### src/rtl/core/assert_macros.svh
// Concurrent assertion helpers, compiled out when NO_ASSERTIONS is set.
`ifndef ASSERT_MACROS_SVH
`define ASSERT_MACROS_SVH

`ifndef NO_ASSERTIONS

`define ASSERT_RST(lbl, clk, rst_n, prop, msg) \
    lbl: assert property (@(posedge clk) disable iff (!(rst_n)) (prop)) else $error(msg);

`define ASSERT_ALWAYS(lbl, clk, prop, msg) \
    lbl: assert property (@(posedge clk) (prop)) else $error(msg);

`else

`define ASSERT_RST(lbl, clk, rst_n, prop, msg)

`define ASSERT_ALWAYS(lbl, clk, prop, msg)

`endif

`endif

### src/rtl/core/spds_pkg.sv
`timescale 1ns / 1ps

package spds_pkg;

    typedef enum logic [14:0] {
        PH_IDLE       = 15'b000000000000001,
        PH_START      = 15'b000000000000010,
        PH_MOVE_FULL  = 15'b000000000000100,
        PH_HOLD_FULL  = 15'b000000000001000,
        PH_MOVE_60    = 15'b000000000010000,
        PH_HOLD_60    = 15'b000000000100000,
        PH_MOVE_40    = 15'b000000001000000,
        PH_HOLD_40    = 15'b000000010000000,
        PH_MOVE_15    = 15'b000000100000000,
        PH_HOLD_15    = 15'b000001000000000,
        PH_MOVE_ZERO  = 15'b000010000000000,
        PH_LOCK       = 15'b000100000000000,
        PH_DONE       = 15'b001000000000000,
        PH_JOG_UP     = 15'b010000000000000,
        PH_JOG_DOWN   = 15'b100000000000000
    } t_phase;

    typedef enum logic [1:0] {
        MODE_TICK     = 2'd0,
        MODE_START    = 2'd1,
        MODE_JOG_MAX  = 2'd2,
        MODE_JOG_ZERO = 2'd3
    } t_mode;

    typedef enum logic [1:0] {
        ACT_NONE  = 2'd0,
        ACT_STOP  = 2'd1,
        ACT_DRIVE = 2'd2
    } t_action;

    typedef enum logic [2:0] {
        EV_NONE     = 3'd0,
        EV_REACHED  = 3'd1,
        EV_TIMEOUT  = 3'd2,
        EV_ACCEPT   = 3'd3,
        EV_IGNORE   = 3'd4,
        EV_COMPLETE = 3'd5
    } t_event;

    localparam logic [2:0] REG_FULL     = 3'd0;
    localparam logic [2:0] REG_SIXTY    = 3'd1;
    localparam logic [2:0] REG_FORTY    = 3'd2;
    localparam logic [2:0] REG_FIFTEEN  = 3'd3;
    localparam logic [2:0] REG_TOL      = 3'd4;
    localparam logic [2:0] REG_TIMEOUT  = 3'd5;
    localparam logic [2:0] REG_HOLD     = 3'd6;
    localparam logic [2:0] REG_DRIVE    = 3'd7;

    localparam logic [31:0] START_DELAY_MS = 32'd200;
    localparam logic [31:0] LOCK_SETTLE_MS = 32'd1500;
    localparam logic [6:0]  DRIVE_MAX      = 7'd100;

    typedef struct packed {
        logic [15:0] full_um;
        logic [15:0] sixty_um;
        logic [15:0] forty_um;
        logic [15:0] fifteen_um;
        logic [15:0] tol_um;
        logic [15:0] timeout_ms;
        logic [15:0] hold_ms;
        logic [6:0]  drive_pct;
    } t_cfg;

    localparam t_cfg CFG_RESET = '{
        full_um:    16'd33623,
        sixty_um:   16'd27124,
        forty_um:   16'd17229,
        fifteen_um: 16'd6547,
        tol_um:     16'd500,
        timeout_ms: 16'd6000,
        hold_ms:    16'd3000,
        drive_pct:  7'd50
    };

    typedef struct packed {
        t_phase      phase;
        logic        load_start;
        t_action     action;
        logic [7:0]  pct;
        t_event      evt;
    } t_step;

    function automatic logic [3:0] phase_num(input t_phase ph);
        logic [3:0] num;
        case (ph)
            PH_IDLE:      num = 4'd0;
            PH_START:     num = 4'd1;
            PH_MOVE_FULL: num = 4'd2;
            PH_HOLD_FULL: num = 4'd3;
            PH_MOVE_60:   num = 4'd4;
            PH_HOLD_60:   num = 4'd5;
            PH_MOVE_40:   num = 4'd6;
            PH_HOLD_40:   num = 4'd7;
            PH_MOVE_15:   num = 4'd8;
            PH_HOLD_15:   num = 4'd9;
            PH_MOVE_ZERO: num = 4'd10;
            PH_LOCK:      num = 4'd11;
            PH_DONE:      num = 4'd12;
            PH_JOG_UP:    num = 4'd13;
            PH_JOG_DOWN:  num = 4'd14;
            default:      num = 4'd15;
        endcase
        return num;
    endfunction

endpackage

### src/rtl/core/spds_step.sv
`timescale 1ns / 1ps

module spds_step (
    input  spds_pkg::t_phase      i_phase,
    input  logic [31:0]           i_start_ms,
    input  spds_pkg::t_cfg        i_cfg,
    input  spds_pkg::t_mode       i_mode,
    input  logic [31:0]           i_now_ms,
    input  logic signed [20:0]    i_pos_um,
    output spds_pkg::t_step       o_step
);

    logic [31:0]        elapsed;
    logic [6:0]         drive_sat;
    logic [7:0]         drive_neg;
    logic [15:0]        move_tgt;
    logic signed [21:0] tgt_ext;
    logic signed [21:0] pos_ext;
    logic signed [21:0] err;
    logic [21:0]        mag;
    logic               reached;
    logic               timed_out;
    logic               move_done;
    logic               cmd_ok;
    spds_pkg::t_action  move_act;
    logic [7:0]         move_pct;
    spds_pkg::t_event   move_evt;

    always_comb begin
        elapsed   = i_now_ms - i_start_ms;
        drive_sat = (i_cfg.drive_pct > spds_pkg::DRIVE_MAX) ? spds_pkg::DRIVE_MAX
                                                             : i_cfg.drive_pct;
        drive_neg = 8'(-{2'b00, drive_sat[6:1]});

        case (i_phase)
            spds_pkg::PH_MOVE_FULL: move_tgt = i_cfg.full_um;
            spds_pkg::PH_JOG_UP:    move_tgt = i_cfg.full_um;
            spds_pkg::PH_MOVE_60:   move_tgt = i_cfg.sixty_um;
            spds_pkg::PH_MOVE_40:   move_tgt = i_cfg.forty_um;
            spds_pkg::PH_MOVE_15:   move_tgt = i_cfg.fifteen_um;
            default:                move_tgt = 16'd0;
        endcase

        tgt_ext   = {6'd0, move_tgt};
        pos_ext   = {i_pos_um[20], i_pos_um};
        err       = tgt_ext - pos_ext;
        mag       = err[21] ? 22'(-err) : err;
        reached   = mag <= {6'd0, i_cfg.tol_um};
        timed_out = elapsed >= {16'd0, i_cfg.timeout_ms};
        move_done = reached || timed_out;

        move_act = move_done ? spds_pkg::ACT_STOP : spds_pkg::ACT_DRIVE;
        if (move_done) begin
            move_pct = 8'd0;
        end else if (!err[21] && (err != 22'sd0)) begin
            move_pct = {1'b0, drive_sat};
        end else begin
            move_pct = drive_neg;
        end
        move_evt = reached ? spds_pkg::EV_REACHED
                 : timed_out ? spds_pkg::EV_TIMEOUT : spds_pkg::EV_NONE;

        cmd_ok = (i_phase == spds_pkg::PH_IDLE) || (i_phase == spds_pkg::PH_DONE);

        o_step.phase      = i_phase;
        o_step.load_start = 1'b0;
        o_step.action     = spds_pkg::ACT_NONE;
        o_step.pct        = 8'd0;
        o_step.evt        = spds_pkg::EV_NONE;

        if (i_mode != spds_pkg::MODE_TICK) begin
            if (cmd_ok) begin
                o_step.load_start = 1'b1;
                o_step.evt        = spds_pkg::EV_ACCEPT;
                case (i_mode)
                    spds_pkg::MODE_START:   o_step.phase = spds_pkg::PH_START;
                    spds_pkg::MODE_JOG_MAX: o_step.phase = spds_pkg::PH_JOG_UP;
                    default:                o_step.phase = spds_pkg::PH_JOG_DOWN;
                endcase
            end else begin
                o_step.evt = spds_pkg::EV_IGNORE;
            end
        end else begin
            case (i_phase)
                spds_pkg::PH_IDLE, spds_pkg::PH_DONE: begin
                end
                spds_pkg::PH_START: begin
                    o_step.action = spds_pkg::ACT_STOP;
                    if (elapsed >= spds_pkg::START_DELAY_MS) begin
                        o_step.phase      = spds_pkg::PH_MOVE_FULL;
                        o_step.load_start = 1'b1;
                    end
                end
                spds_pkg::PH_MOVE_FULL, spds_pkg::PH_MOVE_60, spds_pkg::PH_MOVE_40,
                spds_pkg::PH_MOVE_15, spds_pkg::PH_MOVE_ZERO: begin
                    o_step.action = move_act;
                    o_step.pct    = move_pct;
                    o_step.evt    = move_evt;
                    if (move_done) begin
                        o_step.load_start = 1'b1;
                        case (i_phase)
                            spds_pkg::PH_MOVE_FULL: o_step.phase = spds_pkg::PH_HOLD_FULL;
                            spds_pkg::PH_MOVE_60:   o_step.phase = spds_pkg::PH_HOLD_60;
                            spds_pkg::PH_MOVE_40:   o_step.phase = spds_pkg::PH_HOLD_40;
                            spds_pkg::PH_MOVE_15:   o_step.phase = spds_pkg::PH_HOLD_15;
                            default:                o_step.phase = spds_pkg::PH_LOCK;
                        endcase
                    end
                end
                spds_pkg::PH_HOLD_FULL, spds_pkg::PH_HOLD_60, spds_pkg::PH_HOLD_40,
                spds_pkg::PH_HOLD_15: begin
                    o_step.action = spds_pkg::ACT_STOP;
                    if (elapsed >= {16'd0, i_cfg.hold_ms}) begin
                        o_step.load_start = 1'b1;
                        case (i_phase)
                            spds_pkg::PH_HOLD_FULL: o_step.phase = spds_pkg::PH_MOVE_60;
                            spds_pkg::PH_HOLD_60:   o_step.phase = spds_pkg::PH_MOVE_40;
                            spds_pkg::PH_HOLD_40:   o_step.phase = spds_pkg::PH_MOVE_15;
                            default:                o_step.phase = spds_pkg::PH_MOVE_ZERO;
                        endcase
                    end
                end
                spds_pkg::PH_LOCK: begin
                    o_step.action = spds_pkg::ACT_STOP;
                    if (elapsed >= spds_pkg::LOCK_SETTLE_MS) begin
                        o_step.phase = spds_pkg::PH_DONE;
                        o_step.evt   = spds_pkg::EV_COMPLETE;
                    end
                end
                spds_pkg::PH_JOG_UP, spds_pkg::PH_JOG_DOWN: begin
                    o_step.action = move_act;
                    o_step.pct    = move_pct;
                    o_step.evt    = move_evt;
                    if (move_done) begin
                        o_step.phase = spds_pkg::PH_IDLE;
                    end
                end
                default: begin
                    o_step.action = spds_pkg::ACT_STOP;
                    o_step.phase  = spds_pkg::PH_DONE;
                end
            endcase
        end
    end

endmodule

### src/rtl/core/staged_position_deploy_sequencer_top.sv
`timescale 1ns / 1ps

// Staged deploy sequencer: each request on the slave stream is a timer tick or a command
// (tuser) with a millisecond timestamp and encoder position (tdata); each gives exactly one
// result with phase, motor action, drive percent and event. One request per clock cycle
// unless stalled: the request is captured in an input register, the step logic and the
// phase/phase-start registers update in one pass, the result lands in an output register
// that holds while the master side stalls. Configuration registers sit on the APB port at
// byte address 4*index; the user must write them only while the stream is idle (unchecked).
`include "assert_macros.svh"

module staged_position_deploy_sequencer_top (
    input  logic        i_clk,
    input  logic        i_rst_n,
    // APB configuration
    input  logic        psel,
    input  logic        penable,
    input  logic        pwrite,
    input  logic [4:0]  paddr,
    input  logic [31:0] pwdata,
    output logic [31:0] prdata,
    output logic        pready,
    // request stream
    input  logic        s_axis_tvalid,
    output logic        s_axis_tready,
    input  logic [55:0] s_axis_tdata,   // now_ms[31:0], position_um[52:32], zero pad
    input  logic [1:0]  s_axis_tuser,   // mode[1:0]
    // result stream
    output logic        m_axis_tvalid,
    input  logic        m_axis_tready,
    output logic [23:0] m_axis_tdata    // phase[3:0], active[4], motor_action[6:5],
                                        // motor_percent[14:7], event_res[17:15], zero pad
);

    spds_pkg::t_cfg     r_cfg;
    spds_pkg::t_phase   r_phase;
    logic [31:0]        r_start_ms;

    logic               r_in_valid;
    spds_pkg::t_mode    r_in_mode;
    logic [31:0]        r_in_now;
    logic signed [20:0] r_in_pos;

    logic               r_out_valid;
    logic [23:0]        r_out_data;
    logic [23:0]        n_out_data;

    logic               cfg_wr;
    logic               advance;
    logic [3:0]         res_phase;
    logic               res_active;
    spds_pkg::t_step    step;

    assign pready = 1'b1;
    assign cfg_wr = psel && penable && pwrite && pready;

    always_comb begin
        case (paddr[4:2])
            spds_pkg::REG_FULL:    prdata = {16'd0, r_cfg.full_um};
            spds_pkg::REG_SIXTY:   prdata = {16'd0, r_cfg.sixty_um};
            spds_pkg::REG_FORTY:   prdata = {16'd0, r_cfg.forty_um};
            spds_pkg::REG_FIFTEEN: prdata = {16'd0, r_cfg.fifteen_um};
            spds_pkg::REG_TOL:     prdata = {16'd0, r_cfg.tol_um};
            spds_pkg::REG_TIMEOUT: prdata = {16'd0, r_cfg.timeout_ms};
            spds_pkg::REG_HOLD:    prdata = {16'd0, r_cfg.hold_ms};
            default:               prdata = {25'd0, r_cfg.drive_pct};
        endcase
    end

    always_ff @(posedge i_clk) begin
        if (!i_rst_n) begin
            r_cfg <= spds_pkg::CFG_RESET;
        end else if (cfg_wr) begin
            case (paddr[4:2])
                spds_pkg::REG_FULL:    r_cfg.full_um    <= pwdata[15:0];
                spds_pkg::REG_SIXTY:   r_cfg.sixty_um   <= pwdata[15:0];
                spds_pkg::REG_FORTY:   r_cfg.forty_um   <= pwdata[15:0];
                spds_pkg::REG_FIFTEEN: r_cfg.fifteen_um <= pwdata[15:0];
                spds_pkg::REG_TOL:     r_cfg.tol_um     <= pwdata[15:0];
                spds_pkg::REG_TIMEOUT: r_cfg.timeout_ms <= pwdata[15:0];
                spds_pkg::REG_HOLD:    r_cfg.hold_ms    <= pwdata[15:0];
                default:               r_cfg.drive_pct  <= pwdata[6:0];
            endcase
        end
    end

    assign advance       = r_in_valid && (!r_out_valid || m_axis_tready);
    assign s_axis_tready = !r_in_valid || advance;

    always_ff @(posedge i_clk) begin
        if (!i_rst_n) begin
            r_in_valid <= 1'b0;
        end else if (s_axis_tready) begin
            r_in_valid <= s_axis_tvalid;
        end
    end

    always_ff @(posedge i_clk) begin
        if (s_axis_tvalid && s_axis_tready) begin
            r_in_mode <= spds_pkg::t_mode'(s_axis_tuser);
            r_in_now  <= s_axis_tdata[31:0];
            r_in_pos  <= s_axis_tdata[52:32];
        end
    end

    spds_step u_step (
        .i_phase    (r_phase),
        .i_start_ms (r_start_ms),
        .i_cfg      (r_cfg),
        .i_mode     (r_in_mode),
        .i_now_ms   (r_in_now),
        .i_pos_um   (r_in_pos),
        .o_step     (step)
    );

    assign res_phase  = spds_pkg::phase_num(step.phase);
    assign res_active = (step.phase != spds_pkg::PH_IDLE) && (step.phase != spds_pkg::PH_DONE);
    assign n_out_data = {6'd0, step.evt, step.pct, step.action, res_active, res_phase};

    always_ff @(posedge i_clk) begin
        if (!i_rst_n) begin
            r_phase    <= spds_pkg::PH_IDLE;
            r_start_ms <= 32'd0;
        end else if (advance) begin
            r_phase <= step.phase;
            if (step.load_start) begin
                r_start_ms <= r_in_now;
            end
        end
    end

    always_ff @(posedge i_clk) begin
        if (!i_rst_n) begin
            r_out_valid <= 1'b0;
        end else if (advance) begin
            r_out_valid <= 1'b1;
        end else if (m_axis_tready) begin
            r_out_valid <= 1'b0;
        end
    end

    always_ff @(posedge i_clk) begin
        if (advance) begin
            r_out_data <= n_out_data;
        end
    end

    assign m_axis_tvalid = r_out_valid;
    assign m_axis_tdata  = r_out_data;

    `ASSERT_RST(a_phase_onehot, i_clk, i_rst_n, $onehot(r_phase), "phase register not one-hot")

    `ASSERT_RST(a_stall_full, i_clk, i_rst_n, !s_axis_tready |-> (r_in_valid && r_out_valid), "input stalled with free stage")

    `ASSERT_RST(a_drive_no_event, i_clk, i_rst_n, (r_out_valid && (r_out_data[6:5] == spds_pkg::ACT_DRIVE)) |-> (r_out_data[17:15] == spds_pkg::EV_NONE), "drive result carries an event")

    `ASSERT_RST(a_accept_phase, i_clk, i_rst_n, (advance && (step.evt == spds_pkg::EV_ACCEPT)) |=> ((r_phase == spds_pkg::PH_START) || (r_phase == spds_pkg::PH_JOG_UP) || (r_phase == spds_pkg::PH_JOG_DOWN)), "accepted command left wrong phase")

endmodule

### config.mk
export PLATFORM = sky130hd
export DESIGN_NAME = staged_position_deploy_sequencer_top
export DESIGN_NICKNAME = d
export VERILOG_FILES = /design/src/rtl/core/spds_pkg.sv /design/src/rtl/core/spds_step.sv /design/src/rtl/core/staged_position_deploy_sequencer_top.sv
export VERILOG_INCLUDE_DIRS = /design/src /design/src/rtl/core
export SDC_FILE = /design/constraint.sdc
export NUM_CORES = 1
export LEC_CHECK = 0
export ABC_AREA = 0
export BUFFER_PORTS_ARGS = -buffer_cell sky130_fd_sc_hd__buf_2
export CORE_MARGIN = 2
export CORE_UTILIZATION = 35
export DETAILED_ROUTE_END_ITERATION = 10
export PLACE_DENSITY = 0.57
export SLEW_MARGIN = 20
export SYNTH_ARGS = -nofsm -noshare
export SYNTH_HDL_FRONTEND = slang
export SYNTH_SLANG_ARGS = --single-unit
### constraint.sdc
create_clock -name i_clk -period 11.8 [get_ports i_clk]
set_input_delay 1.77 -clock i_clk [delete_from_list [all_inputs] [get_ports i_clk]]
set_output_delay 1.77 -clock i_clk [all_outputs]
set_load 0.1 [all_outputs]
Yosys cells after proc, flatten, opt, wreduce, memory -nomap -nowiden
Index checks and enable logic that the tools add are counted.
Storage, ports and cells
  flip-flop bits (word level): 241
  word-level logic and storage cells: 134
  output and inout bits: 59
Operators by class
  equality and inequality tests: 40
  $add $sub $neg: 4
  $lt $le $gt $ge: 6
  reductions and logical operators: 35
  bitwise operators: 2
  muxes and demuxes: 28
Operator list (count)
  one-hot mux 16 bit (7 select lines): 1
  one-hot mux 15 bit (6 select lines): 1
  two-way mux 16 bit: 5
  >= comparator 32 x 16 -> 1 bit: 2
  one-hot mux 16 bit (4 select lines): 1
  one-hot mux 4 bit (15 select lines): 1
  one-hot mux 12 bit (4 select lines): 1
  one-hot mux 11 bit (3 select lines): 1
  >= comparator 32 x 11 -> 1 bit, second input constant: 1
  >= comparator 32 x 8 -> 1 bit, second input constant: 1
  subtractor 32 bit: 1
  equality test 15 x 1 -> 1 bit, second input constant: 2
  equality test 15 x 10 -> 1 bit, second input constant: 2
  equality test 15 x 11 -> 1 bit, second input constant: 2
  equality test 15 x 12 -> 1 bit, second input constant: 2
  equality test 15 x 13 -> 1 bit, second input constant: 2
  equality test 15 x 14 -> 1 bit, second input constant: 2
  equality test 15 bit, second input constant: 2
  equality test 15 x 2 -> 1 bit, second input constant: 2
  equality test 15 x 3 -> 1 bit, second input constant: 2
  equality test 15 x 4 -> 1 bit, second input constant: 2
  equality test 15 x 5 -> 1 bit, second input constant: 2
  equality test 15 x 6 -> 1 bit, second input constant: 2
  equality test 15 x 7 -> 1 bit, second input constant: 2
  other kinds (37): 73

Depth between registers and ports, before layout
Gate-level depths: netlist of run 1.
  depth in word-level cells: 13
  depth in mapped cells: 38
  gate-level depth less buffers: 33

Hierarchy
Synthesis of run 1 repeated with hierarchy kept, for this count alone.
Second synthesis, totals
  cell total of the unflattened synthesis: 2084
  area, all modules: 16742.3 um^2
By module, submodules not included
  staged_position_deploy_sequencer_top: area an instance 10052.1 um^2, cells an instance 1059, instances 1, sequential area each 5555.3 um^2
  spds_step: area an instance 6690.2 um^2, cells an instance 1025, instances 1, sequential area each 0.0 um^2

Least setup slack after synthesis of run 1
No wires, ideal clock.
  path kind: reg-to-reg
  from: reg r_phase[4]
  to: reg r_out_data[2] (netlist: m_axis_tdata[2]), data pin
  path buffers: 5
  setup time: 259 ps
  required time: 11541 ps
  path slack: 3717 ps
  arrival: 7824 ps
  clock period less this slack: 8083 ps
  stages on the path, launching flop included: 34
  path through: dfxtp_1 clkbuf_1 nor4_1 and4_1 and3_1 clkbuf_1 clkbuf_1 a222oi_1 nand2_1 ha_1 clkbuf_1 o21a_1 o21ai_0 o22a_1 o31ai_1 and2_1 or2_2 clkbuf_1 a21oi_1 xnor2_1 ha_1 or4_1 a221oi_1 o211ai_1 a22oi_1 nor4b_1 a311oi_4 a2111oi_2 o21bai_4 nor3b_4 nand4_1 o221a_2 and2_4 a211o_1
On the way
  longest elaborated chain between the ends: 13
Ends and longest elaborated chain
  start, declared: line staged_position_deploy_sequencer_top.sv:36  | spds_pkg::t_phase r_phase;
  start signal, assigned: line staged_position_deploy_sequencer_top.sv:122  | r_phase <= spds_pkg::PH_IDLE;
  start signal, assigned: line staged_position_deploy_sequencer_top.sv:125  | r_phase <= step.phase;
  equality test 15 x 3 -> 1 bit or equality test 15 x 14 -> 1 bit (tied branches): line spds_step.sv:35, spds_step.sv:84, spds_step.sv:101
  OR reduction 2 bit (no source line)
  one-hot mux 16 bit (4 select lines): line spds_step.sv:35  | case (i_phase)
  subtractor 17 x 21 -> 22 bit: line spds_step.sv:46  | err = tgt_ext - pos_ext;
  negation 22 bit: line spds_step.sv:47  | mag = err[21] ? 22'(-err) : err;
  two-way mux 22 bit: line spds_step.sv:47
  less-or-equal comparator 22 x 16 -> 1 bit: line spds_step.sv:48  | reached = mag <= {6'd0, i_cfg.tol_um};
  logical OR 1 bit: line spds_step.sv:50  | move_done = reached || timed_out;
  two-way mux 15 bit or two-way mux 16 bit (tied branches): line spds_step.sv:134, spds_step.sv:99
  one-hot mux 15 bit (6 select lines): line spds_step.sv:84  | case (i_phase)
  two-way mux 16 bit *: line spds_step.sv:71  | if (i_mode != spds_pkg::MODE_TICK) begin
  equality test 15 bit, or another cell as far along: line spds_pkg.sv:90  | case (ph)
  one-hot mux 4 bit (15 select lines) *: line spds_pkg.sv:90
  net res_phase[2]: line staged_position_deploy_sequencer_top.sv:50  | logic [3:0] res_phase;
  end signal, assigned: line staged_position_deploy_sequencer_top.sv:144  | r_out_data <= n_out_data;
  end, declared: line staged_position_deploy_sequencer_top.sv:45  | logic [23:0] r_out_data;
The timed path passes the listed nets; every way through them passes the cells marked *.
A chain may end at the register's enable or synchronous reset.

Final worst setup path of run 1
Same ends and word-level chain as after synthesis.

==> results of run 1 <==
==> synthesized netlist by cell type (all sizes together) (22+ instances only) <==
| library cell | count | area, µm² |
|---|---|---|
| nand2 | 361 | 1360 |
| dfxtp | 168 | 3360 |
| nor2 | 133 | 499 |
| inv | 121 | 454 |
| ha | 100 | 1250 |
| clkbuf | 97 | 373 |
| a21oi | 88 | 444 |
| o21ai | 80 | 400 |
| edfxtp | 73 | 2190 |
| a21boi | 68 | 510 |
| nor2b | 62 | 388 |
| nand3 | 61 | 305 |
| mux2i | 59 | 591 |
| buf | 37 | 253 |
| o211ai | 37 | 283 |
| nor3 | 35 | 175 |
| xnor2 | 31 | 272 |
| a22oi | 28 | 210 |
| xor2 | 23 | 201 |
| a21o | 22 | 165 |
==> layer usage <==
| layer | vias up | wire [µm] | part of all wire |
|---|---|---|---|
| met5 | - | 24 | 0.00047 |
| met3 | 74 | 3330 | 0.066 |
| met2 | 492 | 22700 | 0.45 |
| met1 | 7257 | 23500 | 0.46 |
| li1 | 7443 | - | - |
| met4 | 4 | 1170 | 0.023 |
==> metrics by stage <==
step / setup slack, ns / cells / hold WS, ns
finish: 1.97 / 2748 / 0.463
global route: 1.36 / 2748 / 0.491
CTS: 1.69 / 2748 / 0.470
detailed placement: 1.76 / 2694 / 0.461
global placement: 1.86 / 2694 / 0.454
floorplan: 3.72 / 2077 / 0.443
==> power groups by stage <==
stage	registers [mW]	clock network, mW	logic (mW)
floorplan	0.938	0	0.376
global placement	0.916	0	0.511
detailed placement	0.917	0	0.519
CTS	0.899	0.953	0.521
global route	0.902	0.988	0.571
finish	0.899	0.926	0.522
==> critical path, delay by kind of cell (launching register included) <==
kind / cells / cell delay (ns)
compound gates: 13 / 3.52
buf+inv: 1 / 0.23
xor+xnor: 1 / 0.10
simple gates: 13 / 4.40
fa+ha+maj: 3 / 0.92
flops: 1 / 0.40
==> registers in the layout, indices dropped and copies added (netlist names) <==
signal	cells
r_phase	15
r_cfg	119
r_in_pos	21
r_in_now	32
m_axis_tvalid	1
r_in_valid	1
r_in_mode	2
r_start_ms	32
m_axis_tdata	18
==> how the worst max path moves through the flow <==
stage | endpoint | cells past startpoint
5_1_grt | m_axis_tdata[2] | 31
3_3_place_gp | m_axis_tdata[2] | 31
3_5_place_dp | m_axis_tdata[2] | 31
4_1_cts | m_axis_tdata[2] | 31
2_1_floorplan | m_axis_tdata[2] | 33
6_report | m_axis_tdata[2] | 31
==> logic make-up after synthesis <==
logic type | after synthesis | share of synthesized area
other cells | 2 | 0.000446
xor+xnor | 54 | 0.0281
flops | 241 | 0.330
mux | 80 | 0.0538
compound gates | 508 | 0.217
buf+inv | 256 | 0.0644
simple gates | 813 | 0.230
fa+ha+maj | 102 | 0.0767
==> cell type report <==
cell class,count,area share
Tap cell,615,0.0409
Clock inverter,16,0.00878
Sequential cell,241,0.295
Clock buffer,38,0.0441
Timing Repair Buffer,136,0.0392
Inverter,122,0.0243
Multi-Input combinational cell,1580,0.547
==> metrics, run 1 <==
busiest grt layer=met2; clk_lat worst skew=0.59 ns; H-tree depth=1; worst min-delay path category=flip-flop to flip-flop; Max rail drop VDD=~0.11 mV; grt total ovfl=0; filler instances=4909; total chip power=2.35 mW; WP data arrival=around 10 ns; Iteration-0 DRC Markers=~1300; register share of total power=0.383; final wirelength=50700 µm; initial antenna violation count=2; Max-slew headroom=0.364; commonest non-fill, non-tap cell in the layout=nand2_1; DRC Markers=0; combinational power share=0.222; Finish-stage setup viols=0; clock tree from TritonCTS=built; clk root buf=clkbuf_16; fin util=0.395; Period minus WS final=9.83 ns; reg2reg path depth=31; status=finished clean; IO buf count=about 120; RSZ-0062 raised after global routing=false; setup slack, reg-to-reg=1.97 ns; met3 usage=0.0298; Avg Inst Size Synth=8.19 µm²; Power Density=125 mW/mm²; crit path launch=r_phase[4]; layout cells sized above 1=0.117; largest net degree at the start of global routing=127; # nets final=roughly 2300; CORE AREA=0.0476 mm²; ys flop type=dfxtp_1; hold wc startpoint=r_cfg[9]; gr usage total=0.198; Sink Count=241; number of synthesized register bits=241; DRT antenna net count=0; switching power=0.755 mW; EDFF count, synth=73; Rows=80; ANT cells=0; sequential cell area=0.00556 mm²; Clock Tree Buf Depth=3; part of the power in the clock network=0.395; post-synthesis cell count=2056; WP data required=roughly 12 ns; max incr delay on CP=approximately 0.67 ns; Final Cell Area=0.0188 mm²; TritonCTS Buffers=29; IO Count=161; die area=between 0.04 and 0.05 mm²; Placement Cell Area=between 0.015 and 0.02 mm²; RR Endpoint=m_axis_tdata[2]; met2 global-route usage=0.315; Crit Path Class=flip-flop to flip-flop; Critical Path Source Type=flip-flop; Int Power=about 1.6 mW; Placer Congestion=0.881; drt wl/cell=18.5 µm; YS warnings=0; most frequent cells in the layout=361 x nand2_1, 168 x dfxtp_1, 132 x nor2_1; P_leak=7.43 nW; CTS Hold Bufs=0; multi-input logic area=0.0103 mm²; DR vias=15300; reg2reg start=r_phase[4]; worst-margin pin slew=0.955 ns; Crit. End Element=flip-flop; Starting Density=0.353; CP Max Fanout=16; Worst path slowest cell=nor4_2; Setup Skew=0.0201 ns; met1 global-route usage=0.277; fraction of registers with async set/reset=0; Max Cap Viol=0; setup TNS after final layout=0 ns; post_cts resized=0; post-CTS repair timing setup buffer count=0; mapped cell area=0.0168 mm²; max-slew violation count=0; Via density=roughly 5.6; Switching Fraction=0.322; vias in the first global route=14500; sequential element share of the synthesized area=0.330; Final Cycle Share=0.833; Die Y-Extent=223 µm; final hold vios=0; post-DP HPWL=~38000 µm; detailed-router iteration count before antenna repair=6; Hold Path Depth=2; FMAX=~0.10 GHz; Worst-path clk slew=0.06 ns; area grow syn2layout=11.8%; Chip Width=223 µm; Hold Crit Endpoint=r_cfg[9]; first-pass GRT wire length=79400 µm; Netlist cell types=104
Power figures use the tool's default switching activity.
==> run 2: changes to the inputs <==
clock period = 9.46 ns   (was 11.8 ns; I/O delays follow)
==> run 2 against run 1 <==
- via count grew 1.0%
- worst hold slack gained 0.0058 ns
- critical path depth grew 1
- sequential power grew 25%
- critical endpoint unchanged
==> metrics, run 2 (same netlist as run 1, synthesis figures left out) <==
layout cells sized above 1=0.120; Die Y-Extent=223 µm; H-tree depth=1; Critical Path Source Type=flip-flop; Sink Count=241; final wirelength=around 51000 µm; area grow syn2layout=12.5%; worst-margin pin slew=~0.96 ns; die area=0.0499 mm²; Iteration-0 DRC Markers=1313; first-pass GRT wire length=81800 µm; WP data required=9.79 ns; TritonCTS Buffers=29; gr usage total=0.204; most frequent cells in the layout=361 x nand2_1, 168 x dfxtp_1, 132 x nor2_1; CORE AREA=0.0476 mm²; filler instances=4873; Period minus WS final=8.73 ns; Worst path slowest cell=a2111oi_2; DRT antenna net count=0; Crit Path Class=flip-flop to flip-flop; post-DP HPWL=38300 µm; Biggest register=r_cfg; DRC Markers=0; detailed-router iteration count before antenna repair=7; Max rail drop VDD=0.140 mV; WP data arrival=9.05 ns; IO buf count=116; Via density=5.60; worst min-delay path category=flip-flop to flip-flop; Final Cell Area=between 0.015 and 0.02 mm²; CP Max Fanout=8; IO Count=161; final hold vios=0; Setup Skew=0.0109 ns; clock tree from TritonCTS=built; sequential cell area=0.00556 mm²; top flop regs=r_cfg x119, r_in_now x32, r_start_ms x32; Max-slew headroom=0.362; P_leak=7.49 nW; # nets final=2320; Power Density=between 150 and 200 mW/mm²; Final Cycle Share=0.922; final worst-path setup slack=0.734 ns; multi-input logic area=0.0103 mm²; WHS=around 0.47 ns; commonest non-fill, non-tap cell in the layout=nand2_1; Finish-stage setup viols=0; clk root buf=clkbuf_16; RSZ-0062 raised after global routing=false; Starting Density=0.353; max reg flops=roughly 120; Chip Width=223 µm; status=finished clean; max incr delay on CP=0.58 ns; setup TNS after final layout=0 ns; max-slew violation count=0; Placed Instances=2700; drt wl/cell=18.7 µm; worst slack, placed=0.609 ns; Non-Filler Instances=2755; Clock Tree Buf Depth=3; Worst-path clk slew=approximately 0.060 ns; DR vias=15400; largest net degree at the start of global routing=90; Max Cap Viol=0; vias in the first global route=14900; Rows=80; Placer Congestion=0.902; clk_lat worst skew=around 0.58 ns; Placement Cell Area=around 0.018 mm²; initial antenna violation count=1; FMAX=0.115 GHz; grt total ovfl=0; Crit. End Element=flip-flop
-- run 2: through the flow --
step	util	total power, mW
after global placement	0.375	1.78
after detailed placement	0.375	1.79
after CTS	0.397	3.03
final	0.398	3.00
after floorplan	-	1.64
after global routing	0.398	3.14
-- run 2: report_power, final --
| group | switching (mW) | internal, mW |
|---|---|---|
| logic | 0.445 | 0.210 |
| clock network | 0.486 | 0.741 |
| registers | 0.0206 | 1.10 |
-- run 2: what timing repair did --
action / 4_1_cts / 5_1_grt
gates resized for setup: 0 / 2
buffers inserted: 0 / 0
setup endpoints to repair: 0 / 3
hold buffers: 0 / 0
-- run 2: worst paths after layout --
| check | depth (start not counted) | from | slack, ns | to |
|---|---|---|---|---|
| worst min register to register | 2 | r_cfg[52] | 0.47 | r_cfg[52] |
| worst max register to register | 32 | r_phase[14] | 0.73 | m_axis_tdata[2] |
| worst max-delay path | 32 | r_phase[14] | 0.73 | m_axis_tdata[2] |
| worst min-delay path | 2 | r_cfg[52] | 0.47 | r_cfg[52] |
-- run 2: worst max-delay path: cells and delay by family (launching register included) --
kind / cells / cell delay [ns]
compound gates: 14 / 3.05
xor+xnor: 1 / 0.10
fa+ha+maj: 3 / 0.91
buf+inv: 2 / 0.42
flops: 1 / 0.40
simple gates: 12 / 3.59
-- run 2: routing by layer --
layer	part of all wire	track usage	up-vias	wire [µm]
met2	0.45	0.327	508	23000
met5	0	0	-	0
li1	-	-	7481	-
met1	0.46	0.285	7354	23700
met4	0.029	0.0606	0	1470
met3	0.063	0.0270	80	3250
-- run 2: cell type report --
class / count / share of cell area
Antenna cell: 1 / 0.000132
Clock buffer: 34 / 0.0437
Clock inverter: 20 / 0.0123
Inverter: 122 / 0.0242
Multi-Input combinational cell: 1580 / 0.544
Sequential cell: 241 / 0.293
Tap cell: 615 / 0.0406
Timing Repair Buffer: 142 / 0.0417
==> run 3: changes to the inputs <==
BUFFER_PORTS_ARGS = unset   (was -buffer_cell sky130_fd_sc_hd__buf_2)
DONT_BUFFER_PORTS = 1   (was unset)
PLACE_DENSITY = 0.54   (was 0.57)
==> run 3 against run 2 <==
- first-iteration DRC count shrank 13%
- total power down 3.5%
- combinational power is 15% lower
- via count fell by 3.8%
- cell area fell by 3.0%
- count of clock-buffer cells in the layout rose by 12
- sequential power grew 4%
- die area unchanged
- cell count fell by 4.2%
- maximum frequency shrank 0.17%
==> metrics, run 3 (same netlist as run 1, synthesis figures left out) <==
Period minus WS final=8.74 ns; Placement Cell Area=0.0173 mm²; Setup Skew=0.0432 ns; Placer Congestion=0.901; clock tree from TritonCTS=built; grt total ovfl=0; final hold vios=0; Crit Path Class=flip-flop to flip-flop; detailed-router iteration count before antenna repair=5; die area=~0.050 mm²; setup TNS after final layout=0 ns; H-tree depth=1; Finish-stage setup viols=0; DRC Markers=0; commonest non-fill, non-tap cell in the layout=nand2_1; fin util=0.386; Die Y-Extent=223 µm; Clock Tree Buf Depth=3; Critical Path Source Type=flip-flop; Worst path slowest cell=a211oi_1; FMAX=between 0.1 and 0.15 GHz; initial antenna violation count=5; largest net degree at the start of global routing=169; IO Count=approximately 160; worst slack, placed=0.582 ns; worst-margin pin slew=1.17 ns; worst min-delay path category=flip-flop to flip-flop; status=finished clean; IO buf count=0; max incr delay on CP=0.64 ns; CP Max Fanout=17; DR vias=14800; WP data arrival=9.09 ns; Power Density=158 mW/mm²; Crit. End Element=flip-flop; Max-slew headroom=0.218; Rows=80; Iteration-0 DRC Markers=1145; CORE AREA=about 0.048 mm²; WP data required=9.81 ns; post-DP HPWL=about 38000 µm; drt wl/cell=19.3 µm; area grow syn2layout=9.13%; P_leak=7.03 nW; Final Cycle Share=0.924; vias in the first global route=14100; final wirelength=approximately 51000 µm; Max rail drop VDD=0.148 mV; # nets final=2205; Via density=~5.6; clk_lat worst skew=0.60 ns; Biggest register=r_cfg; layout cells sized above 1=0.0707; most frequent cells in the layout=361 x nand2_1, 168 x dfxtp_1, 130 x nor2_1; RSZ-0062 raised after global routing=false; Sink Count=241; Worst-path clk slew=~0.060 ns; final worst-path setup slack=approximately 0.72 ns; TritonCTS Buffers=30; first-pass GRT wire length=79400 µm; gr usage total=0.200; Chip Width=223 µm; max reg flops=119; top flop regs=r_cfg x119, r_in_now x32, r_start_ms x32; CTS Hold Bufs=0; max-slew violation count=0; filler instances=4861; clk root buf=clkbuf_16; Max Cap Viol=0; DRT antenna net count=0; Final Cell Area=0.0184 mm²; Starting Density=0.353
## run 3: cell count changes in the layout (fill, tap and decap cells not counted), moves of 4 or more
| cell | previous run | this run |
|---|---|---|
| buf_2 | 115 | 0 |
| clkbuf_1 | 0 | 7 |
| clkbuf_8 | 2 | 7 |
| clkinv_2 | 6 | 2 |
## run 3: where the power goes
part	internal [mW]	total, mW	switching (mW)
clock network	0.723	1.18	0.460
registers	1.10	1.16	0.0561
logic	0.192	0.559	0.368
total	2.02	2.90	0.884
## run 3: timing repair
action                                  4_1_cts  5_1_grt
endpoints found under the setup margin        0        3
gates resized for setup                       0        2
setup buffers                                 0        0
## run 3: final timing paths
path,startpoint,end,slack [ns],cells after the start
max,r_phase[14],m_axis_tdata[2],0.72,29
min,r_cfg[13],r_cfg[13],0.46,2
max reg2reg,r_phase[14],m_axis_tdata[2],0.72,29
min reg2reg,r_cfg[13],r_cfg[13],0.46,2
## run 3: final cells by class
cell class                 instances  area, µm²  share of cell area
multi-input combinational       1580      10400               0.564
sequential                       241       5560               0.302
clock buffer                      46        923              0.0503
tap                              615        769              0.0419
inverter                         122        458              0.0249
timing repair buffer              26        195              0.0106
clock inverter                     9        109             0.00593
antenna                            1       2.50            0.000136
## run 3: worst max-delay path: cells and delay by family, from the launching register on
kind,cells,cell delay (ns)
xor gates and xnor gates,1,0.11
and+or+nand+nor,9,2.82
adders and majority gates,2,0.60
DFF,1,0.40
buffers and inverters,2,0.52
AOI/OAI and AO/OA,15,4.00
## run 3: through the flow
step	total power, mW	hold WS (ns)	cells
after CTS	2.94	0.466	2639
after detailed placement	1.74	0.457	2584
final	2.90	0.463	2640
after global routing	3.03	0.477	2639
after floorplan	1.64	0.443	2077
after global placement	1.73	0.449	2584
## run 3: metal layers
metal / global-route usage / vias to the layer above / part of all wire
met2: 0.326 / 430 / 0.45
met5: 0 / - / 0.0011
met1: 0.267 / 7082 / 0.46
li1: - / 7249 / -
met3: 0.0453 / 72 / 0.068
met4: 0.0503 / 8 / 0.024
